--- src/hw/rtl/pbu_pkg.sv ---
// Package for the clipped pixel blend unit: command and register codes,
// default store dimensions, the item record and the divide-by-255 helper.
// No dependencies.
package pbu_pkg;

  // Default store dimensions, handed to the top level as parameter defaults.
  localparam int DEF_MAX_WIDTH  = 1024;
  localparam int DEF_MAX_HEIGHT = 768;

  // Field widths fixed by the interface.
  localparam int CMD_W   = 2;
  localparam int COORD_W = 16;
  localparam int PIX_W   = 32;
  localparam int ALPHA_W = 8;
  localparam int CFG_W   = 11;
  localparam int SW_W    = 11;
  localparam int SH_W    = 10;

  // Operation codes.
  localparam logic [CMD_W-1:0] CMD_WRITE = 2'd0;
  localparam logic [CMD_W-1:0] CMD_READ  = 2'd1;
  localparam logic [CMD_W-1:0] CMD_BLEND = 2'd2;

  // Configuration register indexes.
  localparam logic REG_SCREEN_WIDTH  = 1'b0;
  localparam logic REG_SCREEN_HEIGHT = 1'b1;

  // Register reset values.
  localparam logic [SW_W-1:0] SCREEN_WIDTH_RST  = 11'd1024;
  localparam logic [SH_W-1:0] SCREEN_HEIGHT_RST = 10'd768;

  // Special alpha values.
  localparam logic [ALPHA_W-1:0] ALPHA_CLEAR  = 8'h00;
  localparam logic [ALPHA_W-1:0] ALPHA_OPAQUE = 8'hFF;

  // One accepted item after clipping.
  typedef struct packed {
    logic [CMD_W-1:0]   cmd;
    logic [PIX_W-1:0]   color;
    logic [ALPHA_W-1:0] alpha;
    logic               on_screen;
  } pbu_item_t;

  // Exact x / 255 for any x below 65280, so that the quotient fits in eight bits.
  function automatic logic [7:0] div255(input logic [15:0] x);
    logic [16:0] t;
    t = 17'(x) + 17'(x[15:8]) + 17'd1;
    return t[15:8];
  endfunction

endpackage

--- src/hw/rtl/pbu_clip.sv ---
// Clip and address stage: checks an accepted item against the saturated
// screen size and registers the item with its store address. Depends on pbu_pkg.
module pbu_clip import pbu_pkg::*; #(
  parameter int MAX_WIDTH  = DEF_MAX_WIDTH,
  parameter int MAX_HEIGHT = DEF_MAX_HEIGHT,
  parameter int AW         = $clog2(MAX_WIDTH * MAX_HEIGHT)
) (
  input  logic                      clk,
  input  logic                      load,
  input  logic [CMD_W-1:0]          cmd,
  input  logic signed [COORD_W-1:0] pos_x,
  input  logic signed [COORD_W-1:0] pos_y,
  input  logic [PIX_W-1:0]          color,
  input  logic [ALPHA_W-1:0]        alpha,
  input  logic [SW_W-1:0]           screen_width,
  input  logic [SH_W-1:0]           screen_height,
  output pbu_item_t                 item_r,
  output logic [AW-1:0]             addr_r
);

  localparam int XW  = $clog2(MAX_WIDTH + 1);
  localparam int XLW = $clog2(MAX_WIDTH);
  localparam int YLW = $clog2(MAX_HEIGHT);
  localparam int PW  = YLW + XW;

  logic [31:0]    w32;
  logic [31:0]    h32;
  logic [XW-1:0]  w_sat;
  logic           on_screen;
  logic [XLW-1:0] x_low;
  logic [YLW-1:0] y_low;
  logic [PW-1:0]  prod;
  pbu_item_t      item_nxt;
  logic [AW-1:0]  addr_nxt;

  // Saturate the window to the store size; the saturated width is the pitch.
  always_comb begin
    w32 = (32'(screen_width) < 32'(MAX_WIDTH)) ? 32'(screen_width) : 32'(MAX_WIDTH);
    h32 = (32'(screen_height) < 32'(MAX_HEIGHT)) ? 32'(screen_height) : 32'(MAX_HEIGHT);
    w_sat = XW'(w32);
  end

  // A point is inside when both coordinates are non-negative and below the window.
  always_comb begin
    on_screen = !pos_x[COORD_W-1] && !pos_y[COORD_W-1] &&
                (32'(unsigned'(pos_x)) < w32) && (32'(unsigned'(pos_y)) < h32);
    x_low = pos_x[XLW-1:0];
    y_low = pos_y[YLW-1:0];
    prod = y_low * w_sat;
    addr_nxt = AW'(prod + PW'(x_low));
    item_nxt.cmd = cmd;
    item_nxt.color = color;
    item_nxt.alpha = alpha;
    item_nxt.on_screen = on_screen;
  end

  // Item register, loaded when an item is accepted.
  always_ff @(posedge clk) begin
    if (load) begin
      item_r <= item_nxt;
      addr_r <= addr_nxt;
    end
  end

endmodule

--- config.mk ---
export PLATFORM = sky130hd
export DESIGN_NAME = pbu_clip
export DESIGN_NICKNAME = d
export VERILOG_FILES = /design/src/hw/rtl/pbu_pkg.sv /design/src/hw/rtl/pbu_clip.sv
export SDC_FILE = /design/constraint.sdc
export NUM_CORES = 1
export LEC_CHECK = 0
export ABC_AREA = 1
export ABC_CLOCK_PERIOD_IN_PS = 5770
export BUFFER_PORTS_ARGS = -buffer_cell sky130_fd_sc_hd__buf_2
export CAP_MARGIN = 20
export CORE_UTILIZATION = 39
export CTS_CLUSTER_SIZE = 14
export DETAILED_ROUTE_END_ITERATION = 7
export SETUP_SLACK_MARGIN = 0.02
export SLEW_MARGIN = 15
export SYNTH_ARGS = -nofsm -noshare
export SYNTH_HDL_FRONTEND = slang
export SYNTH_SLANG_ARGS = --single-unit
--- constraint.sdc ---
create_clock -name clk -period 5.77 [get_ports clk]
set_input_delay 0.577 -clock clk [delete_from_list [all_inputs] [get_ports clk]]
set_output_delay 0.577 -clock clk [all_outputs]
set_load 0.005 [all_outputs]
# After elaboration in Yosys (flattened, before gate mapping)
# Cells that the tools add are included.
# W data, S select, Z words.
# totals
reg_bits,63
latchBits,0
ram_bits,0
romBits,0
input_bits,97
output_inout_bits,63
elab_cells,18
mem_count,0
# op_classes
addsub,1
multipliers,1
div_mod_pow,0
magnitude_cmp,4
n_eq_ne,0
shifts,0
mux,2
bitwise,0
reduce_logical,5
# ops
cell,count
$add A20 B10 Y20,1
$mul A10 B11 Y20,1
$lt A16 B10 Y1,1
$lt A16 B11 Y1,1
$lt A11 B11 Y1 const B,1
$mux W11,1
$lt A10 B10 Y1 const B,1
$mux W10,1
$logic_and A1 B1 Y1,3
$logic_not A1 Y1,2

# Depth between registers and ports, before layout
# depth
ltp_word,5
mapped_depth,25
depth_no_buf,24

# Worst setup path after synthesis
# No wires, ideal clock.
# synth_path
kind,input to register
start,input screen_width[10]
end,"register addr_r[19], data pin"
setup_time_ps,252
arrival_time_ps,4859
t_required_ps,5518
slack_ps,659
cell_stages,23
path_buffers,1
cell_sequence,inv_1 buf_2 nand2_1 inv_1 nand2_1 fa_1 inv_1 fa_1 inv_1 fa_1 inv_1 fa_1 inv_1 fa_1 inv_1 ha_1 nand2_1 nor2_1 nand3_1 nand3_1 nand2_1 nand3_1 nand2_1
# synth_between
elab_chain_cells,4
# synth_lines
element,line,text
start: declaration,pbu_clip.sv:15,"input logic [SW_W-1:0] screen_width,"
$lt A11 B11 Y1,pbu_clip.sv:38,w32 = (32'(screen_width) < 32'(MAX_WIDTH)) ? 32'(screen_width) : 32'(MAX_WIDTH);
$mux W11 (*),pbu_clip.sv:38,
$mul A10 B11 Y20 (*),pbu_clip.sv:49,prod = y_low * w_sat;
$add A20 B10 Y20 (*),pbu_clip.sv:50,addr_nxt = AW'(prod + PW'(x_low));
named net addr_nxt[19],pbu_clip.sv:34,logic [AW-1:0] addr_nxt;
end signal: assignment,pbu_clip.sv:61,addr_r <= addr_nxt;
end: declaration,pbu_clip.sv:18,output logic [AW-1:0] addr_r
# The timed path passes the listed nets; every way through them passes the cells marked *.
# A chain may end at the register's enable or synchronous reset.

# Worst setup path after layout
# Same ends and word-level chain as after synthesis.

==> flow_summary.toml <==
[route]
dr.pass1.iters = 4
post-route-drc-count = 0
drt_iter0_drc = 225
vias_per_cell = 4.67
wl_mm = 15.0
wl_per_cell_um = 14.1
ant_nets = 0
vias = 4990

[placed_design]
dp.cells = 1052
hpwl_mm = 12.9
portBuffers = 159
place_congestion = 0.884
place_area_um2 = 7440

[clocking]
cts_tree = "built"
numCtsBuffers = 9
clock_path_buffers = 2
hold_buffers = 0
post_cts_resized = 0
h-tree-depth = 3
clk_pin_slew_ns = 0.06
clock-sinks = 63
post_cts_buffers = 0
ctsRootBufferMaster = "clkbuf_16"

[pwr]
netSwitchingPower_uw = 893
clkPwrFrac_pct = 25.4
comb_power_share_pct = 47.2
cellLeakagePower_nw = 4.18
powerDensity_nw_per_um2 = 309
p_int_mw = 1.51
ir_drop_mv = 0.187
p_sw_share_pct = 37.1
seqPwrFrac_pct = 27.4

[yosys]
syn_avg_cell_area_um2 = 9.41
synthArstFlopShare_pct = 0
ys_top_cells_by_area = "edfxtp_1 (30%), fa_1 (25%), ha_1 (15%), inv_1 (8.5%), nand2_1 (8.2%)"
yosysUniqueCellTypes = 28
ys_seq_area_share_pct = 29.9
syn_nets = 924
synth_seq_cells = 63
yosys_warnings = 0
netlist_instances = 672
synth-edff-count = 63
synth_top_area_share_pct = 29.9
synth_top_flop_cell = "edfxtp_1"
synth_top_area_cell = "edfxtp_1"
syn_area_um2 = 6320

[sta]
fin_setup_tns_ns = 0
finalHoldViolations = 0
fmaxAchievable_mhz = 188
finalSetupViolations = 0
drv_slew = 0
period_share_pct = 92.3
relSlewSlack_pct = 48.5
min_period_ns = 5.33
rsz0062_at_grt = "no"
tightest_slew_ns = 0.772

[global_routing]
grt_pass1_wl_mm = 24.7
grt_max_degree = 64
antenna_found_initial = 0
grt-ovfl-total = 0
first_global_vias = 5197
grt_usage_pct = 19.4

[layout]
area_growth_pct = 23.2
finalInstanceArea_um2 = 7790
nets = 1099
diodes = 0
fill_cells = 1566
drive_gt1_share_pct = 22.4
stdcell_count = 1068

[floorplan]
dieArea_um2 = 16700
core_um2 = 15900
die_w_um = 129
std_cell_rows = 46
die_h_um = 129
io_pins = 160
start_util_pct = 39.8

[critical_path]
crit_slowest_cell = "fa_1"
critPathRequiredTime_ns = 5.85
endpoint_kind = "flop"
cp.arrival_ns = 5.40
path_cells = "buf_2, inv_1, nand2_1, inv_1, nand2_1, fa_1, fa_1, inv_1, fa_1, fa_1, inv_1, fa_1, inv_1, ha_1, nand2_1, nor2_1, nand3_1, nand3_1, nand2_1, nand3_1, nand2_1"
start_kind = "input port"
worstPathMaxFanout = 12
critPathMaxStageDelay_ns = 0.55
worst-setup-path-type = "input port to flop"

[outcome]
status = "finished, final reports clean"

[worst_hold_path]
hold_class = "input port to flop"

[run]
maxCapViolCount = 0
[power by group through the flow]
stage               clock (mW)  sequential, mW  combinational, mW
floorplan                    0           0.678              0.768
global placement             0           0.669               1.14
detailed placement           0           0.670               1.14
CTS                      0.626           0.661               1.15
global route             0.642           0.668               1.31
finish                   0.611           0.658               1.13
[worst max-delay path: cells and delay by family]
family | cells | cell delay [ns]
adders and majority gates | 6 | 2.93
buffers and inverters | 6 | 0.82
and+or+nand+nor | 9 | 1.08
[final cells by class]
type                       instances  area, µm²  area share, %
clock inverter                     7        121           1.56
tap                              216        270           3.47
sequential                        63       1890           24.3
clock buffer                       9        225           2.89
multi-input combinational        460       3870           49.7
inverter                         144        541           6.94
timing repair buffer             169        871           11.2
[sequential cells by signal, summed over array words and instances (netlist names)]
signal,count
addr_r,20
item_r,43
[cell usage in the layout, fill, tap and decap left out, types with 10 or more instances in the layout]
cell | Yosys | routed
buf_4 | 0 | 10
nand3_1 | 14 | 14
buf_2 | 2 | 159
fa_1 | 79 | 79
ha_1 | 76 | 76
nand2_1 | 139 | 139
edfxtp_1 | 63 | 63
inv_1 | 143 | 143
nor2_1 | 87 | 87
a21oi_1 | 24 | 24
[worst paths after layout]
| check | startpoint | end | slack, ns | cells after the start |
|---|---|---|---|---|
| max | screen_width[10] | addr_r[19]$_DFFE_PP_ | 0.44 | 21 |
| min | color[1] | item_r[10]$_DFFE_PP_ | 0.43 | 1 |
[kinds of logic (layout without fill, tap and decap cells)]
kind of cell / count (synthesis) / in the layout / share of synthesized area, %
xor gates and xnor gates: 14 / 14 / 1.94
adders and majority gates: 155 / 155 / 40.0
and+or+nand+nor: 249 / 249 / 15.4
DFF: 63 / 63 / 29.9
buffers and inverters: 149 / 329 / 8.88
AOI/OAI and AO/OA: 42 / 42 / 3.82
[stage by stage]
stage | worst slack (ns) | hold WS [ns] | utilization (%) | total power [mW]
final | 0.445 | 0.427 | 49.0 | 2.40
after global routing | 0.0248 | 0.417 | 49.0 | 2.62
after floorplan | 0.659 | 0.676 | - | 1.45
after detailed placement | 0.117 | 0.755 | 46.9 | 1.81
after CTS | 0.456 | 0.413 | 49.0 | 2.44
after global placement | 0.243 | 0.753 | 46.9 | 1.81
[Yosys cell counts, drive strengths merged (2+ instances only)]
| cell | number |
|---|---|
| ha | 76 |
| edfxtp | 63 |
| xor2 | 9 |
| o21bai | 2 |
| nand3 | 14 |
| nand4 | 3 |
| xnor2 | 5 |
| nor2 | 87 |
| o21ai | 9 |
| a21oi | 25 |
| clkbuf | 3 |
| o21a | 2 |
| buf | 2 |
| nand2 | 141 |
| inv | 143 |
| fa | 79 |
[per-layer routing]
| metal | share of wire [%] | wire length (µm) | vias up | GRT usage [%] |
|---|---|---|---|---|
| li1 | - | - | 2437 | - |
| met1 | 43 | 6500 | 2329 | 23.9 |
| met2 | 46 | 6860 | 197 | 33.6 |
| met3 | 8.4 | 1270 | 27 | 3.51 |
| met4 | 2.7 | 411 | 0 | 8.10 |
| met5 | 0 | 0 | - | 0 |
(Power assumes the default switching activity.)
