==> config.mk <==
export PLATFORM = sky130hd
export DESIGN_NAME = pbu_mix
export DESIGN_NICKNAME = d
export VERILOG_FILES = /design/src/hw/rtl/pbu_pkg.sv /design/src/hw/rtl/pbu_mix.sv
export SDC_FILE = /design/constraint.sdc
export NUM_CORES = 1
export LEC_CHECK = 0
export ABC_AREA = 1
export BUFFER_PORTS_ARGS = -buffer_cell sky130_fd_sc_hd__buf_2
export CORE_MARGIN = 2
export CORE_UTILIZATION = 58
export DETAILED_ROUTE_END_ITERATION = 10
export GPL_ROUTABILITY_DRIVEN = 0
export PLACE_DENSITY_LB_ADDON = 0.3
export SETUP_SLACK_MARGIN = 0.3
export SKIP_CTS_REPAIR_TIMING = 1
export SKIP_LAST_GASP = 1
export SLEW_MARGIN = 15
export SYNTH_ARGS = -nofsm -noshare
export SYNTH_HDL_FRONTEND = slang
export SYNTH_SLANG_ARGS = --single-unit
==> constraint.sdc <==
create_clock -name clk -period 11.1 [get_ports clk]
set_input_delay 1.665 -clock clk [delete_from_list [all_inputs] [get_ports clk]]
set_output_delay 1.665 -clock clk [all_outputs]
set_load 0.005 [all_outputs]
==> src/hw/rtl/pbu_pkg.sv <==
// Package for the clipped pixel blend unit: command and register codes,
// default store dimensions, the item record and the divide-by-255 helper.
// No dependencies.
package pbu_pkg;

  // Default store dimensions, handed to the top level as parameter defaults.
  localparam int DEF_MAX_WIDTH  = 1024;
  localparam int DEF_MAX_HEIGHT = 768;

  // Field widths fixed by the interface.
  localparam int CMD_W   = 2;
  localparam int COORD_W = 16;
  localparam int PIX_W   = 32;
  localparam int ALPHA_W = 8;
  localparam int CFG_W   = 11;
  localparam int SW_W    = 11;
  localparam int SH_W    = 10;

  // Operation codes.
  localparam logic [CMD_W-1:0] CMD_WRITE = 2'd0;
  localparam logic [CMD_W-1:0] CMD_READ  = 2'd1;
  localparam logic [CMD_W-1:0] CMD_BLEND = 2'd2;

  // Configuration register indexes.
  localparam logic REG_SCREEN_WIDTH  = 1'b0;
  localparam logic REG_SCREEN_HEIGHT = 1'b1;

  // Register reset values.
  localparam logic [SW_W-1:0] SCREEN_WIDTH_RST  = 11'd1024;
  localparam logic [SH_W-1:0] SCREEN_HEIGHT_RST = 10'd768;

  // Special alpha values.
  localparam logic [ALPHA_W-1:0] ALPHA_CLEAR  = 8'h00;
  localparam logic [ALPHA_W-1:0] ALPHA_OPAQUE = 8'hFF;

  // One accepted item after clipping.
  typedef struct packed {
    logic [CMD_W-1:0]   cmd;
    logic [PIX_W-1:0]   color;
    logic [ALPHA_W-1:0] alpha;
    logic               on_screen;
  } pbu_item_t;

  // Exact x / 255 for any x below 65280, so that the quotient fits in eight bits.
  function automatic logic [7:0] div255(input logic [15:0] x);
    logic [16:0] t;
    t = 17'(x) + 17'(x[15:8]) + 17'd1;
    return t[15:8];
  endfunction

endpackage

==> src/hw/rtl/pbu_mix.sv <==
// Alpha mix datapath: registers s*a + d*(255-a) per channel, then divides
// each sum by 255 to form the blended pixel. Depends on pbu_pkg.
module pbu_mix import pbu_pkg::*; (
  input  logic               clk,
  input  logic               load,
  input  logic [PIX_W-1:0]   src,
  input  logic [PIX_W-1:0]   dst,
  input  logic [ALPHA_W-1:0] alpha,
  output logic [PIX_W-1:0]   mixed
);

  logic [15:0] sum_nxt [3];
  logic [15:0] sum_r   [3];
  logic [7:0]  inv_a;

  // Weighted sum for each of blue, green and red.
  always_comb begin
    inv_a = ALPHA_OPAQUE - alpha;
    for (int c = 0; c < 3; c++) begin
      sum_nxt[c] = 16'(src[8*c +: 8] * alpha) + 16'(dst[8*c +: 8] * inv_a);
    end
  end

  always_ff @(posedge clk) begin
    if (load) begin
      sum_r <= sum_nxt;
    end
  end

  // Divide by 255 and clear the top byte.
  assign mixed = {8'h00, div255(sum_r[2]), div255(sum_r[1]), div255(sum_r[0])};

endmodule

# Word level (Yosys, flattened, before mapping)
# Index checks and enable logic that the tools add are counted.
# totals
ff_bits,48
output_inout_bits,32
elab_cells,19
# op_classes
addsub,10
mul,6
# op_table
cell,n
multiplier 8 x 8 -> 16 bit,6
"adder 16 x 1 -> 16 bit, second input constant",3
adder 16 bit,3
adder 16 x 8 -> 16 bit,3
"subtractor 8 bit, first input constant",1

# Depth between registers and ports, before layout
# Gate-level depths: netlist of run 1.
# logic_depth
word_depth,3
mapped_depth,25

# Worst setup path before layout of run 1
# OpenSTA, ideal clock, no wires.
# synth_path
path_kind,input-to-reg
start,input port alpha[1]
end,"register sum_r[31] in the netlist's numbering, data pin"
setup_ns,0.252
arrival_ns,6.138
required_time_ns,10.848
setup_slack_ns,4.710
stages,21
n_path_buf,2
cell_sequence,buf_2 -> buf_1 -> nand2_1 -> fa_1 -> fa_1 -> inv_1 -> fa_1 -> fa_1 -> fa_1 -> inv_1 -> fa_1 -> inv_1 -> ha_1 -> nand2_1 -> nand2_1 -> nand2_1 -> nand2_1 -> a21oi_1 -> nand2_1 -> nand2_1 -> nand2_1
# synth_rtl
item,line_no,rtl
from (decl),pbu_mix.sv:8,"input logic [ALPHA_W-1:0] alpha,"
to (signal assigned),pbu_mix.sv:26,sum_r <= sum_nxt;
to (decl),pbu_mix.sv:13,logic [15:0] sum_r [3];

==> run_summary.xml, run 1 <==
<?xml version="1.0" encoding="UTF-8"?>
<metrics>
  <group name="placed_design">
    <metric name="buffer_ports.inserted" unit="">81</metric>
    <metric name="dp_hpwl" unit="µm">31700</metric>
  </group>
  <group name="floorplanning">
    <metric name="die-height" unit="µm">176</metric>
    <metric name="initial_core_util" unit="">0.594</metric>
    <metric name="placement_rows" unit="">62</metric>
    <metric name="horizontal_die_dimension" unit="µm">176</metric>
    <metric name="io_pins" unit="">106</metric>
    <metric name="core_region_area" unit="µm²">28900</metric>
    <metric name="die_area" unit="µm²">30900</metric>
  </group>
  <group name="layout">
    <metric name="flow.area_growth_from_synthesis" unit="%">4.64</metric>
    <metric name="largest_register_ffs" unit="">48</metric>
    <metric name="largest_register_by_flop_count" unit="">sum_r</metric>
    <metric name="top_flop_regs" unit="">sum_r (48)</metric>
    <metric name="final_layout_size_suffix_gt1_frac" unit="">0.0476</metric>
    <metric name="final_net_count" unit="">2965</metric>
  </group>
  <group name="setup_path">
    <metric name="worst_path_max_delay_cell" unit="">sky130_fd_sc_hd__buf_2</metric>
    <metric name="cp_cell_sequence" unit="">buf_2, clkinv_1, nand2_1, fa_1, inv_1, fa_1, inv_1, fa_1, inv_1, fa_1, fa_1, inv_1, fa_1, inv_1, ha_1, nand2_1, a21oi_1, o21ai_0, nand3_1, nand2_1, nand2_1</metric>
    <metric name="worstPathMaxFanout" unit="">39</metric>
    <metric name="cp.buffers_inverters" unit="">7</metric>
    <metric name="critPathKind" unit="">in2reg</metric>
    <metric name="crit_required" unit="ns">11.16</metric>
    <metric name="timing.critical_path.to_type" unit="">register</metric>
    <metric name="critical_path_arrival" unit="ns">7.07</metric>
    <metric name="start_kind" unit="">input pin</metric>
    <metric name="path_delay_family" unit="">adder cells</metric>
    <metric name="cpPeakStageDelay" unit="ns">0.71</metric>
    <metric name="critical-path-top-cell-by-count" unit="">sky130_fd_sc_hd__fa_1</metric>
  </group>
  <group name="clock_network">
    <metric name="cts.path.max_buffers" unit="">2</metric>
    <metric name="numCtsBuffers" unit="">5</metric>
    <metric name="clkTransAtPathRegs" unit="ns">0.08</metric>
    <metric name="h_tree_level_count" unit="">2</metric>
    <metric name="cts.sinks" unit="">48</metric>
    <metric name="clock_tree.root_cell" unit="">sky130_fd_sc_hd__clkbuf_16</metric>
    <metric name="tritoncts" unit="">built</metric>
  </group>
  <group name="sta">
    <metric name="slew_headroom" unit="">0.321</metric>
    <metric name="maxSlewViolCount" unit="">0</metric>
    <metric name="min_period_over_period" unit="">0.631</metric>
    <metric name="unrepaired_setup_endpoints_after_global_routing" unit="">no</metric>
    <metric name="report.final.hold_viol_count" unit="">0</metric>
    <metric name="setup-tns-final" unit="ns">0</metric>
    <metric name="layout_min_cycle_time" unit="ns">7.01</metric>
    <metric name="finalSetupViolCount" unit="">0</metric>
    <metric name="max_freq" unit="MHz">143</metric>
    <metric name="worst-slew-pin-transition" unit="ns">1.02</metric>
    <metric name="final.hold.worst_slack" unit="ns">1.79</metric>
  </group>
  <group name="global_route">
    <metric name="grt_start_max_net_pins" unit="">49</metric>
    <metric name="antenna_found_initial" unit="">4</metric>
    <metric name="grt_overflow_total" unit="">0</metric>
    <metric name="grt_pass1_vias" unit="">14400</metric>
    <metric name="groute.usage.overall" unit="">0.263</metric>
    <metric name="grt_pass1_wl" unit="µm">65800</metric>
  </group>
  <group name="detailed_routing">
    <metric name="drc" unit="">0</metric>
    <metric name="dr.pass1.iters" unit="">6</metric>
    <metric name="vias_per_cell" unit="">4.99</metric>
    <metric name="route.detailed.wl_per_inst" unit="µm">13.7</metric>
    <metric name="number_of_nets_with_antenna_violations_after_routing" unit="">0</metric>
    <metric name="detailroute.via_count" unit="">13900</metric>
    <metric name="totalWireLength" unit="µm">38200</metric>
    <metric name="detail_route.iter0.violations" unit="">827</metric>
  </group>
  <group name="logic_synthesis">
    <metric name="synth_top_area_share" unit="">0.337</metric>
    <metric name="syn_area" unit="µm²">17100</metric>
    <metric name="top_post_synthesis_cells_by_area" unit="">sky130_fd_sc_hd__fa_1, sky130_fd_sc_hd__inv_1, sky130_fd_sc_hd__ha_1</metric>
    <metric name="yosysWarnings" unit="">0</metric>
    <metric name="ys_ff_latch" unit="">48</metric>
    <metric name="synthDistinctLibCells" unit="">30</metric>
    <metric name="postSynthAreaPerCell" unit="µm²">7.25</metric>
    <metric name="netlist_instances" unit="">2362</metric>
    <metric name="synthDominantAreaCellType" unit="">sky130_fd_sc_hd__fa_1</metric>
    <metric name="synth-seq-area-share" unit="">0.0842</metric>
  </group>
  <group name="job">
    <metric name="maxcap_viol_count" unit="">0</metric>
  </group>
  <group name="hold_path">
    <metric name="hold_class" unit="">in2reg</metric>
  </group>
  <group name="run_status">
    <metric name="status" unit="">finished clean</metric>
  </group>
</metrics>
## worst min-delay path, cell delays in order
cell	delay [ns]
sky130_fd_sc_hd__buf_2	0.19
sky130_fd_sc_hd__nand2_1	0.07
sky130_fd_sc_hd__o21ai_0	0.06
## stage by stage
| step | area [µm²] | cells | util | worst slack [ns] |
|---|---|---|---|---|
| after floorplan | 17200 | 2372 | - | 4.71 |
| after global placement | 17800 | 2773 | 0.616 | 3.94 |
| after global routing | 17900 | 2786 | 0.621 | 3.84 |
| after CTS | 17900 | 2781 | 0.621 | 4.19 |
| after detailed placement | 17800 | 2773 | 0.616 | 3.87 |
| final | 17900 | 2786 | 0.621 | 4.09 |
## logic make-up after synthesis
family / synth area share
AOI/OAI and AO/OA: 0.0153
xor gates and xnor gates: 0.0123
adders and majority gates: 0.488
buffers and inverters: 0.179
DFF: 0.0842
other: 0.000219
and+or+nand+nor: 0.221
## synthesized netlist by cell type, drive strengths merged
master / instances
nor3: 15
fa: 288
nand3: 80
xnor2: 5
clkbuf: 34
o21bai: 3
clkinv: 3
inv: 727
o21ai: 12
xor2: 19
ha: 207
buf: 35
nor2: 213
conb: 1
nand2: 616
or2: 2
and2: 8
a21oi: 27
a21o: 6
nand4: 10
nand3b: 3
edfxtp: 48
## final timing paths
check | cells past startpoint | end | from
worst max-delay path | 21 | sum_r[44] | alpha[4]
worst min-delay path | 3 | sum_r[0] | src[16]
## placed cells by master, fill, tap and decap left out, types with 6 or more instances in the layout
master / instances
sky130_fd_sc_hd__and2_1: 8
sky130_fd_sc_hd__o21ai_0: 12
sky130_fd_sc_hd__inv_1: 722
sky130_fd_sc_hd__nor2_1: 210
sky130_fd_sc_hd__ha_1: 207
sky130_fd_sc_hd__a21oi_1: 27
sky130_fd_sc_hd__nand2_1: 610
sky130_fd_sc_hd__a21o_1: 6
sky130_fd_sc_hd__xor2_1: 19
sky130_fd_sc_hd__nand2_2: 6
sky130_fd_sc_hd__buf_2: 81
sky130_fd_sc_hd__conb_1: 11
sky130_fd_sc_hd__nor3_1: 14
sky130_fd_sc_hd__nand4_1: 10
sky130_fd_sc_hd__edfxtp_1: 48
sky130_fd_sc_hd__nand3_1: 74
sky130_fd_sc_hd__fa_1: 288
sky130_fd_sc_hd__nand3_2: 6
## routing by layer
| metal | up-vias | GRT usage | share of wire |
|---|---|---|---|
| met3 | 77 | 0.0299 | 0.064 |
| met4 | 0 | 0.0830 | 0.027 |
| met1 | 6584 | 0.342 | 0.42 |
| li1 | 6806 | - | - |
| met5 | - | 0 | 0 |
| met2 | 445 | 0.463 | 0.49 |
## cell type report
cell class	instances	area, µm²
fillers	2633	10900
inverters	730	2740
multi-input cells	1525	12700
flip-flops and latches	48	1440
diodes	5	12.5
repair buffers	86	443
clock buffers	5	125
well taps	384	480
clock inverters	3	17.5
Power of run 1 is left out: the tool's default activity adds up to more than one toggle a clock period on the data nets, which glitch-free logic cannot reach.
==> run 2, diff against run 1 <==
==> constraint.sdc (replaced) <==
create_clock -name clk -period 6.8 [get_ports clk]
set_input_delay 1.02 -clock clk [delete_from_list [all_inputs] [get_ports clk]]
set_output_delay 1.02 -clock clk [all_outputs]
set_load 0.005 [all_outputs]
==> run_summary.xml, run 2 (same netlist as run 1, synthesis figures left out) <==
<?xml version="1.0" encoding="UTF-8"?>
<metrics>
  <group name="global_route">
    <metric name="antenna_found_initial" unit="">4</metric>
    <metric name="grt_overflow_total" unit="">0</metric>
    <metric name="grt_start_max_net_pins" unit="">49</metric>
    <metric name="grt_pass1_wl" unit="µm">66800</metric>
    <metric name="groute.usage.overall" unit="">0.267</metric>
    <metric name="grt_pass1_vias" unit="">14900</metric>
  </group>
  <group name="clock_network">
    <metric name="clock_tree.root_cell" unit="">sky130_fd_sc_hd__clkbuf_16</metric>
    <metric name="numCtsBuffers" unit="">5</metric>
    <metric name="cts.path.max_buffers" unit="">2</metric>
    <metric name="clkTransAtPathRegs" unit="ns">0.06</metric>
    <metric name="tritoncts" unit="">built</metric>
    <metric name="h_tree_level_count" unit="">2</metric>
    <metric name="cts.sinks" unit="">48</metric>
  </group>
  <group name="sta">
    <metric name="setup-tns-final" unit="ns">0</metric>
    <metric name="slew_headroom" unit="">0.490</metric>
    <metric name="min_period_over_period" unit="">0.899</metric>
    <metric name="report.final.hold_viol_count" unit="">0</metric>
    <metric name="maxSlewViolCount" unit="">0</metric>
    <metric name="finalSetupViolCount" unit="">0</metric>
    <metric name="unrepaired_setup_endpoints_after_global_routing" unit="">no</metric>
    <metric name="worst-slew-pin-transition" unit="ns">0.765</metric>
    <metric name="layout_min_cycle_time" unit="ns">6.12</metric>
    <metric name="max_freq" unit="MHz">163</metric>
  </group>
  <group name="layout">
    <metric name="top_flop_regs" unit="">sum_r (48)</metric>
    <metric name="final_net_count" unit="">2973</metric>
    <metric name="largest_register_ffs" unit="">48</metric>
    <metric name="final_layout_size_suffix_gt1_frac" unit="">0.0503</metric>
    <metric name="most_common_cell_after_layout_fill_and_taps_aside" unit="">sky130_fd_sc_hd__inv_1</metric>
    <metric name="layout.cells.most_common_list" unit="">sky130_fd_sc_hd__inv_1, sky130_fd_sc_hd__nand2_1, sky130_fd_sc_hd__fa_1</metric>
    <metric name="flow.area_growth_from_synthesis" unit="%">5.09</metric>
    <metric name="largest_register_by_flop_count" unit="">sum_r</metric>
  </group>
  <group name="detailed_routing">
    <metric name="detail_route.iter0.violations" unit="">836</metric>
    <metric name="route.detailed.wl_per_inst" unit="µm">13.7</metric>
    <metric name="dr.pass1.iters" unit="">8</metric>
    <metric name="number_of_nets_with_antenna_violations_after_routing" unit="">0</metric>
    <metric name="drc" unit="">0</metric>
    <metric name="totalWireLength" unit="µm">38300</metric>
    <metric name="vias_per_cell" unit="">5.05</metric>
    <metric name="detailroute.via_count" unit="">14100</metric>
  </group>
  <group name="setup_path">
    <metric name="critPathKind" unit="">in2reg</metric>
    <metric name="critical_path_arrival" unit="ns">6.18</metric>
    <metric name="timing.critical_path.to_type" unit="">register</metric>
    <metric name="worstPathMaxFanout" unit="">30</metric>
    <metric name="crit_required" unit="ns">6.86</metric>
    <metric name="start_kind" unit="">input pin</metric>
  </group>
  <group name="floorplanning">
    <metric name="placement_rows" unit="">62</metric>
    <metric name="horizontal_die_dimension" unit="µm">176</metric>
    <metric name="die-height" unit="µm">176</metric>
    <metric name="io_pins" unit="">106</metric>
    <metric name="die_area" unit="µm²">30900</metric>
    <metric name="initial_core_util" unit="">0.594</metric>
    <metric name="core_region_area" unit="µm²">28900</metric>
  </group>
  <group name="hold_path">
    <metric name="hold_class" unit="">in2reg</metric>
  </group>
  <group name="placed_design">
    <metric name="buffer_ports.inserted" unit="">81</metric>
    <metric name="dp_hpwl" unit="µm">32700</metric>
  </group>
  <group name="job">
    <metric name="maxcap_viol_count" unit="">0</metric>
  </group>
  <group name="run_status">
    <metric name="status" unit="">finished clean</metric>
  </group>
</metrics>
run 2: cell types whose count changed in the layout (fill, tap and decap cells not counted):
cell	before	now
sky130_fd_sc_hd__buf_12	0	2
sky130_fd_sc_hd__buf_4	5	11
sky130_fd_sc_hd__clkinv_2	1	0
sky130_fd_sc_hd__clkinv_4	0	1
sky130_fd_sc_hd__diode_2	5	4
sky130_fd_sc_hd__inv_6	1	0
run 2: final cells by class:
cell class,count,area [µm²]
inverter,730,2740
sequential,48,1440
fill,2613,10900
tap,384,480
timing repair buffer,94,528
multi-input combinational,1525,12700
clock buffer,5,125
antenna,4,10.0
clock inverter,2,12.5
run 2: worst max-delay path: stages:
cell and delay (ns):
sky130_fd_sc_hd__buf_2 0.59, sky130_fd_sc_hd__clkinv_1 0.49, sky130_fd_sc_hd__nand2_1 0.20, sky130_fd_sc_hd__fa_1 0.19
sky130_fd_sc_hd__inv_1 0.05, sky130_fd_sc_hd__fa_1 0.48, sky130_fd_sc_hd__inv_1 0.06, sky130_fd_sc_hd__fa_1 0.53
sky130_fd_sc_hd__inv_1 0.05, sky130_fd_sc_hd__fa_1 0.40, sky130_fd_sc_hd__fa_1 0.52, sky130_fd_sc_hd__inv_1 0.05
sky130_fd_sc_hd__fa_1 0.47, sky130_fd_sc_hd__inv_1 0.04, sky130_fd_sc_hd__ha_1 0.33, sky130_fd_sc_hd__nand2_1 0.14
sky130_fd_sc_hd__a21oi_1 0.08, sky130_fd_sc_hd__o21ai_0 0.23, sky130_fd_sc_hd__nand3_1 0.11, sky130_fd_sc_hd__nand2_1 0.07
sky130_fd_sc_hd__nand2_1 0.05
run 2: stage by stage:
stage	cells	utilization	hold WS, ns	setup slack (ns)	cell area [µm²]
6_report	2792	0.624	1.17	0.684	18000
5_1_grt	2792	0.624	1.18	0.342	18000
4_1_cts	2788	0.623	1.16	0.745	18000
3_5_place_dp	2781	0.619	1.47	0.450	17900
3_3_place_gp	2781	0.619	1.46	0.514	17900
2_1_floorplan	2372	-	1.13	1.05	17200
run 2: per-layer routing:
| metal | vias to the layer above | GRT usage | wire [µm] |
|---|---|---|---|
| li1 | 6810 | - | - |
| met4 | 0 | 0.0857 | 1140 |
| met1 | 6748 | 0.338 | 15700 |
| met5 | - | 0 | 0 |
| met2 | 465 | 0.468 | 18600 |
| met3 | 75 | 0.0424 | 2850 |
run 2: final timing paths:
| kind | slack (ns) | cells past startpoint | from | endpoint |
|---|---|---|---|---|
| max | 0.68 | 21 | alpha[2] | sum_r[44] |
| min | 1.17 | 3 | src[0] | sum_r[32] |
Power of run 2 is left out for the same reason.
==> run 3, diff against run 2 <==
--- a/config.mk
+++ b/config.mk
@@ -5,7 +5,7 @@
 export SDC_FILE = /design/constraint.sdc
 export NUM_CORES = 1
 export LEC_CHECK = 0
-export ABC_AREA = 1
+export ABC_AREA = 0
 export BUFFER_PORTS_ARGS = -buffer_cell sky130_fd_sc_hd__buf_2
 export CORE_MARGIN = 2
 export CORE_UTILIZATION = 58
@@ -15,7 +15,7 @@
 export SETUP_SLACK_MARGIN = 0.3
 export SKIP_CTS_REPAIR_TIMING = 1
 export SKIP_LAST_GASP = 1
-export SLEW_MARGIN = 15
+export SLEW_MARGIN = 10
 export SYNTH_ARGS = -nofsm -noshare
 export SYNTH_HDL_FRONTEND = slang
 export SYNTH_SLANG_ARGS = --single-unit
==> run_summary.xml, run 3 <==
<?xml version="1.0" encoding="UTF-8"?>
<metrics>
  <group name="run_status">
    <metric name="status" unit="">finished clean</metric>
  </group>
  <group name="setup_path">
    <metric name="critPathKind" unit="">in2reg</metric>
    <metric name="start_kind" unit="">input pin</metric>
    <metric name="worstPathMaxFanout" unit="">23</metric>
    <metric name="cp.buffers_inverters" unit="">6</metric>
    <metric name="critical_path_arrival" unit="ns">6.30</metric>
    <metric name="timing.critical_path.to_type" unit="">register</metric>
    <metric name="crit_required" unit="ns">6.86</metric>
    <metric name="cpPeakStageDelay" unit="ns">0.51</metric>
    <metric name="path_delay_family" unit="">adder cells</metric>
    <metric name="critical-path-top-cell-by-count" unit="">sky130_fd_sc_hd__fa_1</metric>
    <metric name="worst_path_max_delay_cell" unit="">sky130_fd_sc_hd__fa_1</metric>
    <metric name="cp_cell_sequence" unit="">clkbuf_4, buf_12, buf_4, nand2b_1, fa_1, fa_1, inv_1, fa_1, fa_1, fa_1, inv_1, fa_1, inv_1, ha_1, o21a_1, o21a_1, o21ai_0, o21a_1, a21oi_1, xnor2_1</metric>
  </group>
  <group name="global_route">
    <metric name="grt_overflow_total" unit="">0</metric>
    <metric name="grt_pass1_vias" unit="">11800</metric>
    <metric name="antenna_found_initial" unit="">0</metric>
    <metric name="grt_start_max_net_pins" unit="">49</metric>
    <metric name="grt_pass1_wl" unit="µm">56000</metric>
    <metric name="groute.usage.overall" unit="">0.247</metric>
  </group>
  <group name="clock_network">
    <metric name="cts.sinks" unit="">48</metric>
    <metric name="h_tree_level_count" unit="">2</metric>
    <metric name="tritoncts" unit="">built</metric>
    <metric name="cts.path.max_buffers" unit="">2</metric>
    <metric name="clkTransAtPathRegs" unit="ns">0.08</metric>
    <metric name="numCtsBuffers" unit="">5</metric>
    <metric name="clock_tree.root_cell" unit="">sky130_fd_sc_hd__clkbuf_16</metric>
  </group>
  <group name="job">
    <metric name="maxcap_viol_count" unit="">0</metric>
  </group>
  <group name="power_and_ir_drop">
    <metric name="power_density" unit="nW/µm²">516</metric>
    <metric name="p_total" unit="mW">8.57</metric>
    <metric name="power.ir.vdd_worst" unit="V">0.000503</metric>
    <metric name="cellLeakagePower" unit="nW">8.60</metric>
  </group>
  <group name="layout">
    <metric name="largest_register_by_flop_count" unit="">sum_r</metric>
    <metric name="final_layout_fill_cell_count" unit="">2159</metric>
    <metric name="most_common_cell_after_layout_fill_and_taps_aside" unit="">sky130_fd_sc_hd__inv_1</metric>
    <metric name="antenna_cells_inserted" unit="">0</metric>
    <metric name="final_net_count" unit="">2299</metric>
    <metric name="final_core_util" unit="">0.634</metric>
    <metric name="layout.cells.most_common_list" unit="">sky130_fd_sc_hd__inv_1, sky130_fd_sc_hd__fa_1, sky130_fd_sc_hd__ha_1</metric>
    <metric name="flow.area_growth_from_synthesis" unit="%">7.07</metric>
    <metric name="largest_register_ffs" unit="">48</metric>
    <metric name="final_layout_size_suffix_gt1_frac" unit="">0.0716</metric>
    <metric name="top_flop_regs" unit="">sum_r (48)</metric>
  </group>
  <group name="detailed_routing">
    <metric name="drc" unit="">0</metric>
    <metric name="detail_route.iter0.violations" unit="">381</metric>
    <metric name="detailroute.via_count" unit="">11000</metric>
    <metric name="vias_per_cell" unit="">5.31</metric>
    <metric name="number_of_nets_with_antenna_violations_after_routing" unit="">0</metric>
    <metric name="route.detailed.wl_per_inst" unit="µm">15.7</metric>
    <metric name="dr.pass1.iters" unit="">5</metric>
    <metric name="totalWireLength" unit="µm">32500</metric>
  </group>
  <group name="floorplanning">
    <metric name="placement_rows" unit="">59</metric>
    <metric name="die-height" unit="µm">168</metric>
    <metric name="die_area" unit="µm²">28100</metric>
    <metric name="initial_core_util" unit="">0.593</metric>
    <metric name="core_region_area" unit="µm²">26200</metric>
    <metric name="horizontal_die_dimension" unit="µm">168</metric>
    <metric name="io_pins" unit="">106</metric>
  </group>
  <group name="sta">
    <metric name="setup-tns-final" unit="ns">0</metric>
    <metric name="unrepaired_setup_endpoints_after_global_routing" unit="">no</metric>
    <metric name="max_freq" unit="MHz">160</metric>
    <metric name="report.final.hold_viol_count" unit="">0</metric>
    <metric name="slew_headroom" unit="">0.554</metric>
    <metric name="worst-slew-pin-transition" unit="ns">0.670</metric>
    <metric name="layout_min_cycle_time" unit="ns">6.24</metric>
    <metric name="min_period_over_period" unit="">0.918</metric>
    <metric name="final.hold.worst_slack" unit="ns">1.17</metric>
    <metric name="finalSetupViolCount" unit="">0</metric>
    <metric name="maxSlewViolCount" unit="">0</metric>
    <metric name="setup_ws_post_layout" unit="ns">0.557</metric>
  </group>
  <group name="logic_synthesis">
    <metric name="synth-seq-area-share" unit="">0.0928</metric>
    <metric name="synthTopCellsByCount" unit="">sky130_fd_sc_hd__inv_1, sky130_fd_sc_hd__fa_1, sky130_fd_sc_hd__ha_1</metric>
    <metric name="syn_area" unit="µm²">15500</metric>
    <metric name="synth_top_area_share" unit="">0.371</metric>
    <metric name="async_flop_share" unit="">0</metric>
    <metric name="synthDistinctLibCells" unit="">48</metric>
    <metric name="postSynthAreaPerCell" unit="µm²">9.37</metric>
    <metric name="synthDominantAreaCellType" unit="">sky130_fd_sc_hd__fa_1</metric>
    <metric name="netlist_instances" unit="">1658</metric>
    <metric name="synth_ff_type" unit="">sky130_fd_sc_hd__edfxtp_1</metric>
    <metric name="yosys.cell_count.top_type" unit="">sky130_fd_sc_hd__inv_1</metric>
    <metric name="synth_enable_flop_cells" unit="">48</metric>
    <metric name="yosysWarnings" unit="">0</metric>
    <metric name="top_post_synthesis_cells_by_area" unit="">sky130_fd_sc_hd__fa_1, sky130_fd_sc_hd__ha_1, sky130_fd_sc_hd__inv_1</metric>
    <metric name="ys_ff_latch" unit="">48</metric>
  </group>
  <group name="placed_design">
    <metric name="buffer_ports.inserted" unit="">81</metric>
    <metric name="detailedPlace.worstSlack" unit="ns">0.102</metric>
    <metric name="dp_hpwl" unit="µm">27000</metric>
  </group>
  <group name="hold_path">
    <metric name="hold_class" unit="">in2reg</metric>
  </group>
</metrics>
run 3: cell types whose count changed after synthesis, sizes merged, moves of 10 or more:
cell	previous run	this run
xnor2	5	49
nor3	15	4
buf	35	8
inv	727	420
o21ai	12	25
nand3	80	12
nand2	616	100
and2	8	111
a21oi	27	39
nor2	213	11
nand2b	0	59
nor2b	0	136
clkbuf	34	44
run 3: power by group:
group / internal [mW] / total, mW / switching, mW
combinational: 3.29 / 7.25 / 3.96
clock: 0.213 / 0.349 / 0.136
sequential: 0.851 / 0.976 / 0.125
run 3: through the flow:
stage	area (µm²)	instances
floorplan	15600	1668
global placement	16400	2058
detailed placement	16400	2058
CTS	16600	2066
global route	16600	2066
finish	16600	2066
run 3: final timing paths:
kind | from | depth (start not counted) | slack, ns | to
setup / recovery | alpha[5] | 20 | 0.56 | sum_r[47]
hold / removal | src[16] | 2 | 1.17 | sum_r[0]
run 3: area by class of cell:
| class | count | area, µm² | share of cell area |
|---|---|---|---|
| clock buffers | 5 | 125 | 0.00753 |
| clock inverters | 3 | 68.8 | 0.00414 |
| repair buffers | 107 | 663 | 0.0399 |
| well taps | 335 | 419 | 0.0252 |
| inverters | 420 | 1580 | 0.0948 |
| multi-input cells | 1148 | 12300 | 0.742 |
| flip-flops and latches | 48 | 1440 | 0.0867 |
run 3: kinds of logic (layout without fill, tap and decap cells):
logic type               Yosys count  after routing  synth area share
other                              1             11          0.000241
flip-flops                        48             48            0.0928
AO/OA/AOI/OAI                    124            124            0.0512
adder cells (fa/ha/maj)          495            495             0.538
XOR/XNOR                          66             66            0.0372
AND/OR/NAND/NOR                  448            448             0.162
buffers and inverters            472            535             0.116
multiplexers                       4              4           0.00282
run 3: routing by layer:
metal | GRT usage | part of all wire
met5 | 0 | 0
met2 | 0.441 | 0.52
met4 | 0.0684 | 0.020
met3 | 0.0206 | 0.037
met1 | 0.325 | 0.43
(Power assumes the default switching activity.)
